**config.mk**
```make
export PLATFORM = sky130hd
export DESIGN_NAME = timer_heap_lazy_cancel
export DESIGN_NICKNAME = d
export VERILOG_FILES = /design/src/rtl/tlh_pkg.sv /design/src/rtl/tlh_mem.sv /design/src/rtl/tlh_seq.sv /design/src/rtl/timer_heap_lazy_cancel.sv
export SDC_FILE = /design/constraint.sdc
export NUM_CORES = 2
export LEC_CHECK = 0
export BUFFER_PORTS_ARGS = -buffer_cell sky130_fd_sc_hd__buf_2
export CAP_MARGIN = 20
export CORE_ASPECT_RATIO = 0.9
export CORE_MARGIN = 10
export CORE_UTILIZATION = 50
export DETAILED_ROUTE_END_ITERATION = 12
export PLACE_DENSITY = 0.75
export RECOVER_POWER = 100
export SLEW_MARGIN = 20
export SYNTH_ARGS = -nofsm -noshare
export SYNTH_HDL_FRONTEND = slang
export SYNTH_SLANG_ARGS = --single-unit
```
**constraint.sdc**
```tcl
create_clock -name clk -period 9.75 [get_ports clk]
set_clock_uncertainty 0.2 [all_clocks]
set_input_delay 0.4875 -clock clk [delete_from_list [all_inputs] [get_ports clk]]
set_output_delay 0.4875 -clock clk [all_outputs]
set_load 0.05 [all_outputs]
```
**src/rtl/tlh_pkg.sv**
```systemverilog
// Shared codes, field widths and control types of the timer heap queue.
package tlh_pkg;

  localparam int DL_W   = 48;
  localparam int TO_W   = 32;
  localparam int REM_W  = 31;
  localparam int TID_W  = 6;
  localparam int ACT_W  = 2;
  localparam int KIND_W = 3;

  localparam logic [ACT_W-1:0] ACT_ADD    = 2'd0;
  localparam logic [ACT_W-1:0] ACT_CANCEL = 2'd1;
  localparam logic [ACT_W-1:0] ACT_QUERY  = 2'd2;
  localparam logic [ACT_W-1:0] ACT_EXPIRE = 2'd3;

  localparam logic [KIND_W-1:0] KIND_ADD     = 3'd0;
  localparam logic [KIND_W-1:0] KIND_CANCEL  = 3'd1;
  localparam logic [KIND_W-1:0] KIND_NEXT    = 3'd2;
  localparam logic [KIND_W-1:0] KIND_EXPIRED = 3'd3;
  localparam logic [KIND_W-1:0] KIND_NONE    = 3'd4;

  localparam logic [REM_W-1:0] REM_MAX = '1;

  typedef enum logic [4:0] {
    S_CLR, S_IDLE,
    S_ADD0, S_ADD1, S_ADD2, S_UP, S_UPC,
    S_CAN0, S_CAN1, S_CAN2,
    S_TOP, S_TOPC, S_POP1, S_DN, S_DNL, S_DNR,
    S_RES
  } state_t;

  typedef struct packed {
    logic h_re;
    logic h_we;
    logic s_re;
    logic s_we;
  } mem_ctl_t;

endpackage

```
**src/rtl/tlh_mem.sv**
```systemverilog
// Heap entry memory and per-id slot memory, one write and one registered read port each.
module tlh_mem #(
  parameter int CAPACITY = 64,
  parameter int ID_COUNT = 64,
  localparam int PW = $clog2(CAPACITY),
  localparam int IW = $clog2(ID_COUNT),
  localparam int EW = tlh_pkg::DL_W + IW + 2,
  localparam int SW = PW + 1
) (
  input  logic             clk,
  input  tlh_pkg::mem_ctl_t ctl,
  input  logic [PW-1:0]    h_raddr,
  input  logic [PW-1:0]    h_waddr,
  input  logic [EW-1:0]    h_wdata,
  output logic [EW-1:0]    h_rdata,
  input  logic [IW-1:0]    s_raddr,
  input  logic [IW-1:0]    s_waddr,
  input  logic [SW-1:0]    s_wdata,
  output logic [SW-1:0]    s_rdata
);

  logic [EW-1:0] heap_mem [CAPACITY];
  logic [SW-1:0] slot_mem [ID_COUNT];

  always_ff @(posedge clk) begin
    if (ctl.h_we) begin
      heap_mem[h_waddr] <= h_wdata;
    end
    if (ctl.h_re) begin
      h_rdata <= heap_mem[h_raddr];
    end
  end

  always_ff @(posedge clk) begin
    if (ctl.s_we) begin
      slot_mem[s_waddr] <= s_wdata;
    end
    if (ctl.s_re) begin
      s_rdata <= slot_mem[s_raddr];
    end
  end

endmodule

```
**src/rtl/tlh_seq.sv**
```systemverilog
// Sequencer for heap add, cancel, query and expire with hole-based sifting.
module tlh_seq #(
  parameter int CAPACITY = 64,
  parameter int ID_COUNT = 64,
  localparam int PW = $clog2(CAPACITY),
  localparam int IW = $clog2(ID_COUNT),
  localparam int EW = tlh_pkg::DL_W + IW + 2,
  localparam int SW = PW + 1
) (
  input  logic                        clk,
  input  logic                        rst,
  input  logic                        in_fire,
  input  logic [tlh_pkg::ACT_W-1:0]   action,
  input  logic [tlh_pkg::TID_W-1:0]   timer_id,
  input  logic [tlh_pkg::TO_W-1:0]    timeout_ms,
  input  logic [tlh_pkg::DL_W-1:0]    now_ms,
  output logic                        idle,
  input  logic                        out_free,
  output logic                        emit,
  output logic [tlh_pkg::KIND_W-1:0]  res_kind,
  output logic [tlh_pkg::TID_W-1:0]   res_id,
  output logic [tlh_pkg::REM_W-1:0]   res_rem,
  output logic                        res_none,
  output logic                        res_err,
  output logic                        res_last,
  output tlh_pkg::mem_ctl_t           ctl,
  output logic [PW-1:0]               h_raddr,
  output logic [PW-1:0]               h_waddr,
  output logic [EW-1:0]               h_wdata,
  input  logic [EW-1:0]               h_rdata,
  output logic [IW-1:0]               s_raddr,
  output logic [IW-1:0]               s_waddr,
  output logic [SW-1:0]               s_wdata,
  input  logic [SW-1:0]               s_rdata
);

  localparam int CW = $clog2(CAPACITY + 1);
  localparam int LW = PW + 2;

  typedef struct packed {
    logic [tlh_pkg::DL_W-1:0] dl;
    logic [IW-1:0]            owner;
    logic                     dead;
    logic                     cur;
  } ent_t;

  typedef struct packed {
    logic          valid;
    logic [PW-1:0] pos;
  } slot_t;

  tlh_pkg::state_t state, state_next;

  logic [CW-1:0]            cnt;
  logic [tlh_pkg::ACT_W-1:0] act;
  logic [tlh_pkg::DL_W-1:0] now;
  ent_t                     ent;
  ent_t                     lch;
  logic [PW-1:0]            pos;
  logic [IW-1:0]            clr;
  logic                     have_res;

  ent_t  rd;
  slot_t srd;
  ent_t  cand;
  logic [PW-1:0] cand_pos;
  logic [PW-1:0] parent;
  logic [PW-1:0] lastpos;
  logic [LW-1:0] left_w, right_w;
  logic has_l, has_r, up_go, dn_go, due, pop_go, emit_mid;
  logic id_bad, full;
  logic [tlh_pkg::DL_W:0]   sum;
  logic [tlh_pkg::DL_W-1:0] dl_sat;
  logic [tlh_pkg::DL_W-1:0] diff;
  logic [tlh_pkg::REM_W-1:0] rem;

  assign rd  = ent_t'(h_rdata);
  assign srd = slot_t'(s_rdata);

  always_comb begin
    sum     = {1'b0, now_ms} + (tlh_pkg::DL_W + 1)'(timeout_ms);
    dl_sat  = sum[tlh_pkg::DL_W] ? '1 : sum[tlh_pkg::DL_W-1:0];
    id_bad  = 32'(timer_id) >= 32'(ID_COUNT);
    full    = cnt == CW'(CAPACITY);
    parent  = (pos - PW'(1)) >> 1;
    lastpos = PW'(cnt - CW'(1));
    left_w  = (LW'(pos) << 1) + LW'(1);
    right_w = left_w + LW'(1);
    has_l   = left_w < LW'(cnt);
    has_r   = right_w < LW'(cnt);
    if (state == tlh_pkg::S_DNR && rd.dl < lch.dl) begin
      cand     = rd;
      cand_pos = PW'(right_w);
    end else if (state == tlh_pkg::S_DNR) begin
      cand     = lch;
      cand_pos = PW'(left_w);
    end else begin
      cand     = rd;
      cand_pos = PW'(left_w);
    end
    dn_go = cand.dl < ent.dl;
    up_go = ent.dl < rd.dl;
    due   = rd.dl <= now;
    diff  = rd.dl - now;
    if (rd.dl <= now) begin
      rem = '0;
    end else if (diff > tlh_pkg::DL_W'(tlh_pkg::REM_MAX)) begin
      rem = tlh_pkg::REM_MAX;
    end else begin
      rem = diff[tlh_pkg::REM_W-1:0];
    end
    pop_go = state == tlh_pkg::S_TOPC &&
             (rd.dead || (act == tlh_pkg::ACT_EXPIRE && due && (!have_res || out_free)));
    emit_mid = state == tlh_pkg::S_TOPC && !rd.dead && act == tlh_pkg::ACT_EXPIRE &&
               due && have_res && out_free;
  end

  // Next state.
  always_comb begin
    state_next = state;
    unique case (state)
      tlh_pkg::S_CLR: if (clr == IW'(ID_COUNT - 1)) state_next = tlh_pkg::S_IDLE;
      tlh_pkg::S_IDLE: begin
        if (in_fire) begin
          unique case (action)
            tlh_pkg::ACT_ADD:
              state_next = (id_bad || full) ? tlh_pkg::S_RES : tlh_pkg::S_ADD0;
            tlh_pkg::ACT_CANCEL:
              state_next = id_bad ? tlh_pkg::S_RES : tlh_pkg::S_CAN0;
            default: state_next = tlh_pkg::S_TOP;
          endcase
        end
      end
      tlh_pkg::S_ADD0: state_next = tlh_pkg::S_ADD1;
      tlh_pkg::S_ADD1: state_next = srd.valid ? tlh_pkg::S_ADD2 : tlh_pkg::S_UP;
      tlh_pkg::S_ADD2: state_next = tlh_pkg::S_UP;
      tlh_pkg::S_UP:   state_next = (pos == '0) ? tlh_pkg::S_RES : tlh_pkg::S_UPC;
      tlh_pkg::S_UPC:  state_next = up_go ? tlh_pkg::S_UP : tlh_pkg::S_RES;
      tlh_pkg::S_CAN0: state_next = tlh_pkg::S_CAN1;
      tlh_pkg::S_CAN1: state_next = srd.valid ? tlh_pkg::S_CAN2 : tlh_pkg::S_RES;
      tlh_pkg::S_CAN2: state_next = tlh_pkg::S_RES;
      tlh_pkg::S_TOP:  state_next = (cnt == '0) ? tlh_pkg::S_RES : tlh_pkg::S_TOPC;
      tlh_pkg::S_TOPC: begin
        if (pop_go) begin
          state_next = (cnt == CW'(1)) ? tlh_pkg::S_TOP : tlh_pkg::S_POP1;
        end else if (rd.dead || (act == tlh_pkg::ACT_EXPIRE && due)) begin
          state_next = tlh_pkg::S_TOPC;
        end else begin
          state_next = tlh_pkg::S_RES;
        end
      end
      tlh_pkg::S_POP1: state_next = tlh_pkg::S_DN;
      tlh_pkg::S_DN:   state_next = has_l ? tlh_pkg::S_DNL : tlh_pkg::S_TOP;
      tlh_pkg::S_DNL: begin
        if (has_r) state_next = tlh_pkg::S_DNR;
        else state_next = dn_go ? tlh_pkg::S_DN : tlh_pkg::S_TOP;
      end
      tlh_pkg::S_DNR: state_next = dn_go ? tlh_pkg::S_DN : tlh_pkg::S_TOP;
      tlh_pkg::S_RES: if (out_free) state_next = tlh_pkg::S_IDLE;
      default: state_next = tlh_pkg::S_IDLE;
    endcase
  end

  // Memory requests and result hand-off.
  always_comb begin
    ctl      = '0;
    h_raddr  = '0;
    h_waddr  = pos;
    h_wdata  = ent;
    s_raddr  = ent.owner;
    s_waddr  = ent.owner;
    s_wdata  = {1'b1, pos};
    emit     = 1'b0;
    res_last = 1'b0;
    unique case (state)
      tlh_pkg::S_CLR: begin
        ctl.s_we = 1'b1;
        s_waddr  = clr;
        s_wdata  = '0;
      end
      tlh_pkg::S_ADD0, tlh_pkg::S_CAN0: ctl.s_re = 1'b1;
      tlh_pkg::S_ADD1, tlh_pkg::S_CAN1: begin
        ctl.h_re = srd.valid;
        h_raddr  = srd.pos;
      end
      tlh_pkg::S_ADD2: begin
        ctl.h_we = 1'b1;
        h_waddr  = srd.pos;
        h_wdata  = {rd.dl, rd.owner, rd.dead, 1'b0};
      end
      tlh_pkg::S_CAN2: begin
        ctl.h_we = 1'b1;
        h_waddr  = srd.pos;
        h_wdata  = {rd.dl, rd.owner, 1'b1, rd.cur};
      end
      tlh_pkg::S_UP: begin
        if (pos == '0) begin
          ctl.h_we = 1'b1;
          ctl.s_we = ent.cur;
        end else begin
          ctl.h_re = 1'b1;
          h_raddr  = parent;
        end
      end
      tlh_pkg::S_UPC: begin
        ctl.h_we = 1'b1;
        if (up_go) begin
          h_wdata  = rd;
          s_waddr  = rd.owner;
          ctl.s_we = rd.cur;
        end else begin
          ctl.s_we = ent.cur;
        end
      end
      tlh_pkg::S_TOP: ctl.h_re = cnt != '0;
      tlh_pkg::S_TOPC: begin
        if (pop_go) begin
          ctl.s_we = rd.cur;
          s_waddr  = rd.owner;
          s_wdata  = '0;
          ctl.h_re = cnt != CW'(1);
          h_raddr  = lastpos;
        end
        emit = emit_mid;
      end
      tlh_pkg::S_DN: begin
        if (has_l) begin
          ctl.h_re = 1'b1;
          h_raddr  = PW'(left_w);
        end else begin
          ctl.h_we = 1'b1;
          ctl.s_we = ent.cur;
        end
      end
      tlh_pkg::S_DNL, tlh_pkg::S_DNR: begin
        if (state == tlh_pkg::S_DNL && has_r) begin
          ctl.h_re = 1'b1;
          h_raddr  = PW'(right_w);
        end else begin
          ctl.h_we = 1'b1;
          if (dn_go) begin
            h_wdata  = cand;
            s_waddr  = cand.owner;
            ctl.s_we = cand.cur;
          end else begin
            ctl.s_we = ent.cur;
          end
        end
      end
      tlh_pkg::S_RES: begin
        emit     = out_free;
        res_last = 1'b1;
      end
      default: ;
    endcase
  end

  assign idle = state == tlh_pkg::S_IDLE;

  always_ff @(posedge clk) begin
    if (rst) begin
      state    <= tlh_pkg::S_CLR;
      cnt      <= '0;
      clr      <= '0;
      have_res <= 1'b0;
    end else begin
      state <= state_next;
      unique case (state)
        tlh_pkg::S_CLR: clr <= clr + IW'(1);
        tlh_pkg::S_IDLE: begin
          if (in_fire) begin
            act      <= action;
            now      <= now_ms;
            ent      <= {dl_sat, IW'(timer_id), 1'b0, 1'b1};
            have_res <= 1'b0;
            res_id   <= '0;
            res_rem  <= '0;
            res_none <= 1'b0;
            unique case (action)
              tlh_pkg::ACT_ADD: begin
                res_kind <= tlh_pkg::KIND_ADD;
                res_err  <= id_bad || full;
              end
              tlh_pkg::ACT_CANCEL: begin
                res_kind <= tlh_pkg::KIND_CANCEL;
                res_err  <= id_bad;
              end
              tlh_pkg::ACT_QUERY: begin
                res_kind <= tlh_pkg::KIND_NEXT;
                res_err  <= 1'b0;
              end
              default: begin
                res_kind <= tlh_pkg::KIND_NONE;
                res_err  <= 1'b0;
              end
            endcase
          end
        end
        tlh_pkg::S_ADD0: begin
          pos <= PW'(cnt);
          cnt <= cnt + CW'(1);
        end
        tlh_pkg::S_UPC: if (up_go) pos <= parent;
        tlh_pkg::S_CAN1: if (!srd.valid) res_err <= 1'b1;
        tlh_pkg::S_TOP: if (cnt == '0 && act == tlh_pkg::ACT_QUERY) res_none <= 1'b1;
        tlh_pkg::S_TOPC: begin
          if (!rd.dead && act == tlh_pkg::ACT_QUERY) res_rem <= rem;
          if (pop_go) cnt <= cnt - CW'(1);
          if (pop_go && !rd.dead) begin
            have_res <= 1'b1;
            res_kind <= tlh_pkg::KIND_EXPIRED;
            res_id   <= tlh_pkg::TID_W'(rd.owner);
          end
        end
        tlh_pkg::S_POP1: begin
          ent <= rd;
          pos <= '0;
        end
        tlh_pkg::S_DNL: begin
          lch <= rd;
          if (!has_r && dn_go) pos <= cand_pos;
        end
        tlh_pkg::S_DNR: if (dn_go) pos <= cand_pos;
        default: ;
      endcase
    end
  end

`ifndef SYNTHESIS
  a_cnt_bound: assert property (@(posedge clk) disable iff (rst) cnt <= CW'(CAPACITY))
    else $error("heap count beyond capacity");
  a_heap_rw: assert property (@(posedge clk) disable iff (rst)
    !(ctl.h_re && ctl.h_we && h_raddr == h_waddr))
    else $error("heap read and write to one entry in one cycle");
  a_slot_rw: assert property (@(posedge clk) disable iff (rst) !(ctl.s_re && ctl.s_we))
    else $error("slot read and write in one cycle");
  a_busy: assert property (@(posedge clk) disable iff (rst) in_fire |=> !idle)
    else $error("accepted word left the sequencer idle");
  a_emit: assert property (@(posedge clk) disable iff (rst) emit |-> out_free)
    else $error("result issued into a full output register");
`endif

endmodule

```
**src/rtl/timer_heap_lazy_cancel.sv**
```systemverilog
// Top level of the deadline timer queue: sequencer, memories and output register.
//
//   channel  words                                          flow control
//   in       action, timer_id, timeout_ms, now_ms          in_valid / in_stall
//   out      kind, expired_id, remaining_ms, no_timer,     out_valid / out_stall
//            error, last
//
// One input word is worked on at a time; the cost is set by the single read
// port of the heap memory, which is walked one tree level at a time on the way
// up and on the way down.
// An add reads the id's slot, clears the current flag of an older entry of the
// same id and sifts up; a cancel marks the entry dead; query and expire inspect
// the top, dropping dead entries, and expire pops each due entry and sifts down.
// After reset the slot memory is cleared, one id a cycle, before the first word
// is taken. The output register lets the next input word be accepted while a
// result still waits under out_stall.
module timer_heap_lazy_cancel #(
  parameter int CAPACITY = 64,
  parameter int ID_COUNT = 64
) (
  input  logic                        clk,
  input  logic                        rst,
  input  logic                        in_valid,
  output logic                        in_stall,
  input  logic [tlh_pkg::ACT_W-1:0]   action,
  input  logic [tlh_pkg::TID_W-1:0]   timer_id,
  input  logic [tlh_pkg::TO_W-1:0]    timeout_ms,
  input  logic [tlh_pkg::DL_W-1:0]    now_ms,
  output logic                        out_valid,
  input  logic                        out_stall,
  output logic [tlh_pkg::KIND_W-1:0]  kind,
  output logic [tlh_pkg::TID_W-1:0]   expired_id,
  output logic [tlh_pkg::REM_W-1:0]   remaining_ms,
  output logic                        no_timer,
  output logic                        error,
  output logic                        last
);

  localparam int PW = $clog2(CAPACITY);
  localparam int IW = $clog2(ID_COUNT);
  localparam int EW = tlh_pkg::DL_W + IW + 2;
  localparam int SW = PW + 1;

  logic in_fire, idle, out_free, emit;
  logic [tlh_pkg::KIND_W-1:0] res_kind;
  logic [tlh_pkg::TID_W-1:0]  res_id;
  logic [tlh_pkg::REM_W-1:0]  res_rem;
  logic res_none, res_err, res_last;
  tlh_pkg::mem_ctl_t ctl;
  logic [PW-1:0] h_raddr, h_waddr;
  logic [EW-1:0] h_wdata, h_rdata;
  logic [IW-1:0] s_raddr, s_waddr;
  logic [SW-1:0] s_wdata, s_rdata;

  // Words are taken only while the sequencer waits for work.
  assign in_stall = !idle;
  assign in_fire  = in_valid && !in_stall;

  // The output register frees up in the same cycle its word is taken.
  assign out_free = !out_valid || !out_stall;

  tlh_seq #(.CAPACITY(CAPACITY), .ID_COUNT(ID_COUNT)) u_seq (
    .clk, .rst, .in_fire, .action, .timer_id, .timeout_ms, .now_ms,
    .idle, .out_free, .emit, .res_kind, .res_id, .res_rem, .res_none, .res_err,
    .res_last, .ctl, .h_raddr, .h_waddr, .h_wdata, .h_rdata,
    .s_raddr, .s_waddr, .s_wdata, .s_rdata
  );

  tlh_mem #(.CAPACITY(CAPACITY), .ID_COUNT(ID_COUNT)) u_mem (
    .clk, .ctl, .h_raddr, .h_waddr, .h_wdata, .h_rdata,
    .s_raddr, .s_waddr, .s_wdata, .s_rdata
  );

  always_ff @(posedge clk) begin
    if (rst) begin
      out_valid <= 1'b0;
    end else if (emit) begin
      out_valid <= 1'b1;
    end else if (!out_stall) begin
      out_valid <= 1'b0;
    end
  end

  // Payload holds while stalled because emit waits for out_free.
  always_ff @(posedge clk) begin
    if (emit) begin
      kind         <= res_kind;
      expired_id   <= res_id;
      remaining_ms <= res_rem;
      no_timer     <= res_none;
      error        <= res_err;
      last         <= res_last;
    end
  end

endmodule
```
==> metrics.md <==
| Metric | Value |
|---|---|
| Sink Count | `between 4k and 5k` |
| Post-synthesis adder-cell area fraction | `0.0172` |
| Largest fanout on the critical path | `25` |
| Critical Path Max Stage Delay | `2.41 ns` |
| Post-CTS sizing | `0` |
| Unrepaired setup endpoints after global routing | `false` |
| Post-Syn Nets | `10.7k` |
| CP startpoint kind | `flip-flop` |
| Die X | `647 um` |
| Max-cap viol count | `137` |
| Pwr Density | `187 nW/um^2` |
| CTS root buf | `clkbuf_16` |
| CP bufs+invs | `3` |
| Peak Freq | `approximately 100 MHz` |
| Largest net degree at the start of global routing | `124` |
| Violated checks | `DRC, capacitance limit, slew limit, setup timing` |
| Complex-gate fraction of the synthesized area | `0.0544` |
| Worst-path cell chain | `ha_1, nand3_1, xnor2_1, ha_1, o21ai_0, a31oi_1, nor2_1, clkbuf_1, nor2_1, nor2_1, nor2b_1, nand2_1, nor2_1, clkbuf_1, buf_4` |
| DRC | `1` |
| GRT Total Usage | `0.267` |
| Routed wire length | `a little over 500 mm` |
| Post-Synth XOR/XNOR Area | `0.00470` |
| Ys async rst share | `0` |
| Sequential area share after synthesis | `0.740` |
| Cell area after synthesis | `about 180000 um^2` |
| Finished Layout Cells | `about 16k` |
| Mean Syn Cell Area | `between 15 and 20 um^2` |
| Synth Instances | `10.4k` |
| Fraction of layout cells with a size suffix above 1 | `0.154` |
| Hold bufs inserted after CTS | `between 70 and 80` |
| EDFF count, synth | `roughly 4.3k` |
| Register Area | `between 100000 and 150000 um^2` |
| Routed len/inst | `32.9 um` |
| GPL Wtd Cong | `0.905` |
| Post-CTS Setup Repair Bufs | `0` |
| Prevailing post-synth register cell | `edfxtp_1` |
| Actual slew at the worst max-slew pin | `5.12 ns` |
| Final Cycle Share | `1.01` |
| Worst hold path type | `input pin to flip-flop` |
| Area of the core | `353000 um^2` |
| Vias in the first global route | `a little over 100k` |
| CP arrival | `slightly above 10 ns` |
| Status | `complete, but fails checks` |
| Routed Antenna Nets | `0` |
| Synth Warn # | `0` |
| Final Hold Viols | `0` |
| Mux cell area share after synthesis | `0.0998` |
| Die height | `between 500 and 600 um` |
| DP Worst Slack | `~0.76 ns` |
| Vias/cell | `between 6 and 7` |
| Pins Over Slew Limit | `a little over 4k` |
| Dominant cells by area after synthesis | `edfxtp_1 74%, mux4_2 8.9%, nand2_1 2.9%` |
| CTS H-Tree Depth | `5` |
| Antenna violations before repair | `26` |
| Slowest cell on the critical path | `nor2_1` |
| Relative slew slack | `-2.41` |
| Synth top area share | `0.738` |
| DP Cell Count | `about 15k` |
| CTS tree | `built` |
| Final setup viols | `33` |
| First-pass GRT wire length | `about 740 mm` |
| Total gr overflow | `0` |
| Top cell by count, worst path | `nor2_1` |
| I/O Buffers | `136` |
| Required time worst endpoint | `approximately 10 ns` |
| Number of DRC markers in iteration 0 | `roughly 18k` |
| Worst VDD drop | `around 160 uV` |
| Most common cell after layout, fill and taps aside | `edfxtp_1` |
| Starting Density | `0.501` |
| Synth cell types | `86` |
| Synth Area in Simple Gates | `0.0653` |
| Leak | `around 66 nW` |
| Reg clk slew, reported paths | `0.06 ns` |
| Routed via count | `106k` |
| Area grow syn2layout | `12.1%` |
| Final nets | `between 10k and 15k` |
| Clock buffer depth | `4` |
| Post-DP HPWL | `about 290 mm` |
| Minimum clock period | `9.84 ns` |
| Synth Register Bits | `approximately 4.4k` |
| Main combinational cell family by area after synthesis | `multiplexers` |
| Ports | `between 100 and 150` |
| Worst skew pair latency | `slightly above 1 ns` |
| Crit end category | `flip-flop` |
| Final WS setup | `-0.0872 ns` |
| Most frequent cells in the layout | `4348 x edfxtp_1, 1342 x nand2_1, 701 x mux4_2, 420 x clkbuf_16, 374 x a21oi_1` |
| Setup Crit Path Kind | `flip-flop to flip-flop` |
| Fill cells | `around 26k` |
| Num CTS Buffers | `420` |
| CP top delay family | `simple AND/OR/NAND/NOR gates` |
| Area leader, netlist | `edfxtp_1` |
| 1st-pass router iterations | `13` |
| Multi-input logic area | `43200 um^2` |
| Die ar. | `between 300000 and 400000 um^2` |
| Rows | `roughly 210` |
## state kept, by name, summed over array words and instances, names as in the netlist, 2 cells and up
name and flops:
u_mem.heap_mem 3584, u_mem.slot_mem 448, u_seq.res_kind 3, u_seq.res_rem 31, u_seq.res_id 6, kind 3, u_seq.act 2, u_seq.s_raddr 6
u_seq.state 5, u_seq.ent 50, u_seq.lch 56, u_seq.clr 6, u_mem.s_rdata 7, remaining_ms 31, expired_id 6, u_seq.cnt 7
u_seq.now 48, u_mem.h_rdata 56, u_seq.pos 6
## Yosys cell counts (62+ instances only)
cell type	instances
edfxtp_1	4348
ha_1	239
a211oi_1	193
mux2i_1	186
a22oi_1	68
nand2_1	1350
clkbuf_1	321
buf_2	163
a2111oi_0	68
nand4_1	97
a31oi_1	116
buf_1	64
mux4_2	701
o21ai_0	146
nor2_1	288
xnor2_1	62
nand3_1	289
inv_1	244
and3_1	343
a21oi_1	376
## worst reg2reg max path, cell delays in order, from the launching register on
cell	delay (ns)
edfxtp_1	0.66
ha_1	0.45
nand3_1	0.14
xnor2_1	0.44
ha_1	0.26
o21ai_0	0.08
a31oi_1	0.34
nor2_1	0.20
clkbuf_1	0.30
nor2_1	0.17
nor2_1	0.10
nor2b_1	0.36
nand2_1	0.47
nor2_1	2.42
clkbuf_1	2.28
buf_4	0.65
## cell families (layout without fill, tap and decap cells)
group / count (synthesis) / in the layout
muxes: 888 / 888
adders and majority gates: 242 / 242
xor gates and xnor gates: 95 / 95
other: 0 / 10
AOI/OAI and AO/OA: 1403 / 1403
buffers and inverters: 809 / 1558
DFF: 4368 / 4368
and+or+nand+nor: 2555 / 2555
## per-stage QoR
step | total power, mW | instance area (um^2) | utilization | hold WS, ns | setup TNS (ns)
after floorplan | 20.9 | 177000 | - | 0.200 | 0
after global placement | 21.0 | 185000 | 0.523 | 0.203 | 0
after detailed placement | 21.0 | 185000 | 0.523 | 0.205 | 0
after CTS | 37.2 | 199000 | 0.565 | 0.00371 | 0
after global routing | 38.0 | 198000 | 0.562 | 0.0777 | 0
final | 37.1 | 198000 | 0.562 | 0.0549 | -1.22
## power breakdown
group	internal, mW	switching (mW)	total [mW]	leakage (nW)
Clock	9.31	7.22	16.5	6.75
Sequential	20.3	0.00524	20.4	39.4
Combinational	0.103	0.141	0.244	20.3
Total	29.8	7.37	37.1	66.5
## per-layer routing
layer	part of all wire	GRT usage	vias up
met5	0.00020	0	-
met4	0.046	0.102	14
met3	0.15	0.0805	1489
met2	0.45	0.404	9095
met1	0.36	0.368	53200
li1	-	-	42000
## cell type report
class / count / share of cell area
tap: 4702 / 0.0296
antenna: 10 / 0.000126
clock inverter: 292 / 0.0161
sequential: 4368 / 0.660
timing repair buffer: 536 / 0.0177
multi-input combinational: 5183 / 0.218
inverter: 244 / 0.00461
clock buffer: 486 / 0.0542
## final timing paths
kind                         from                      to  slack (ns)  depth (start not counted)
setup / recovery     u_seq.pos[1]  u_mem.heap_mem[60][14]       -0.09                         15
hold / removal     timeout_ms[23]           u_seq.ent[31]        0.05                          4
setup reg to reg     u_seq.pos[1]  u_mem.heap_mem[60][14]       -0.09                         15
hold reg to reg   u_seq.res_id[5]           expired_id[5]        0.18                          0
Note: power is estimated with default switching activity, not from simulation.
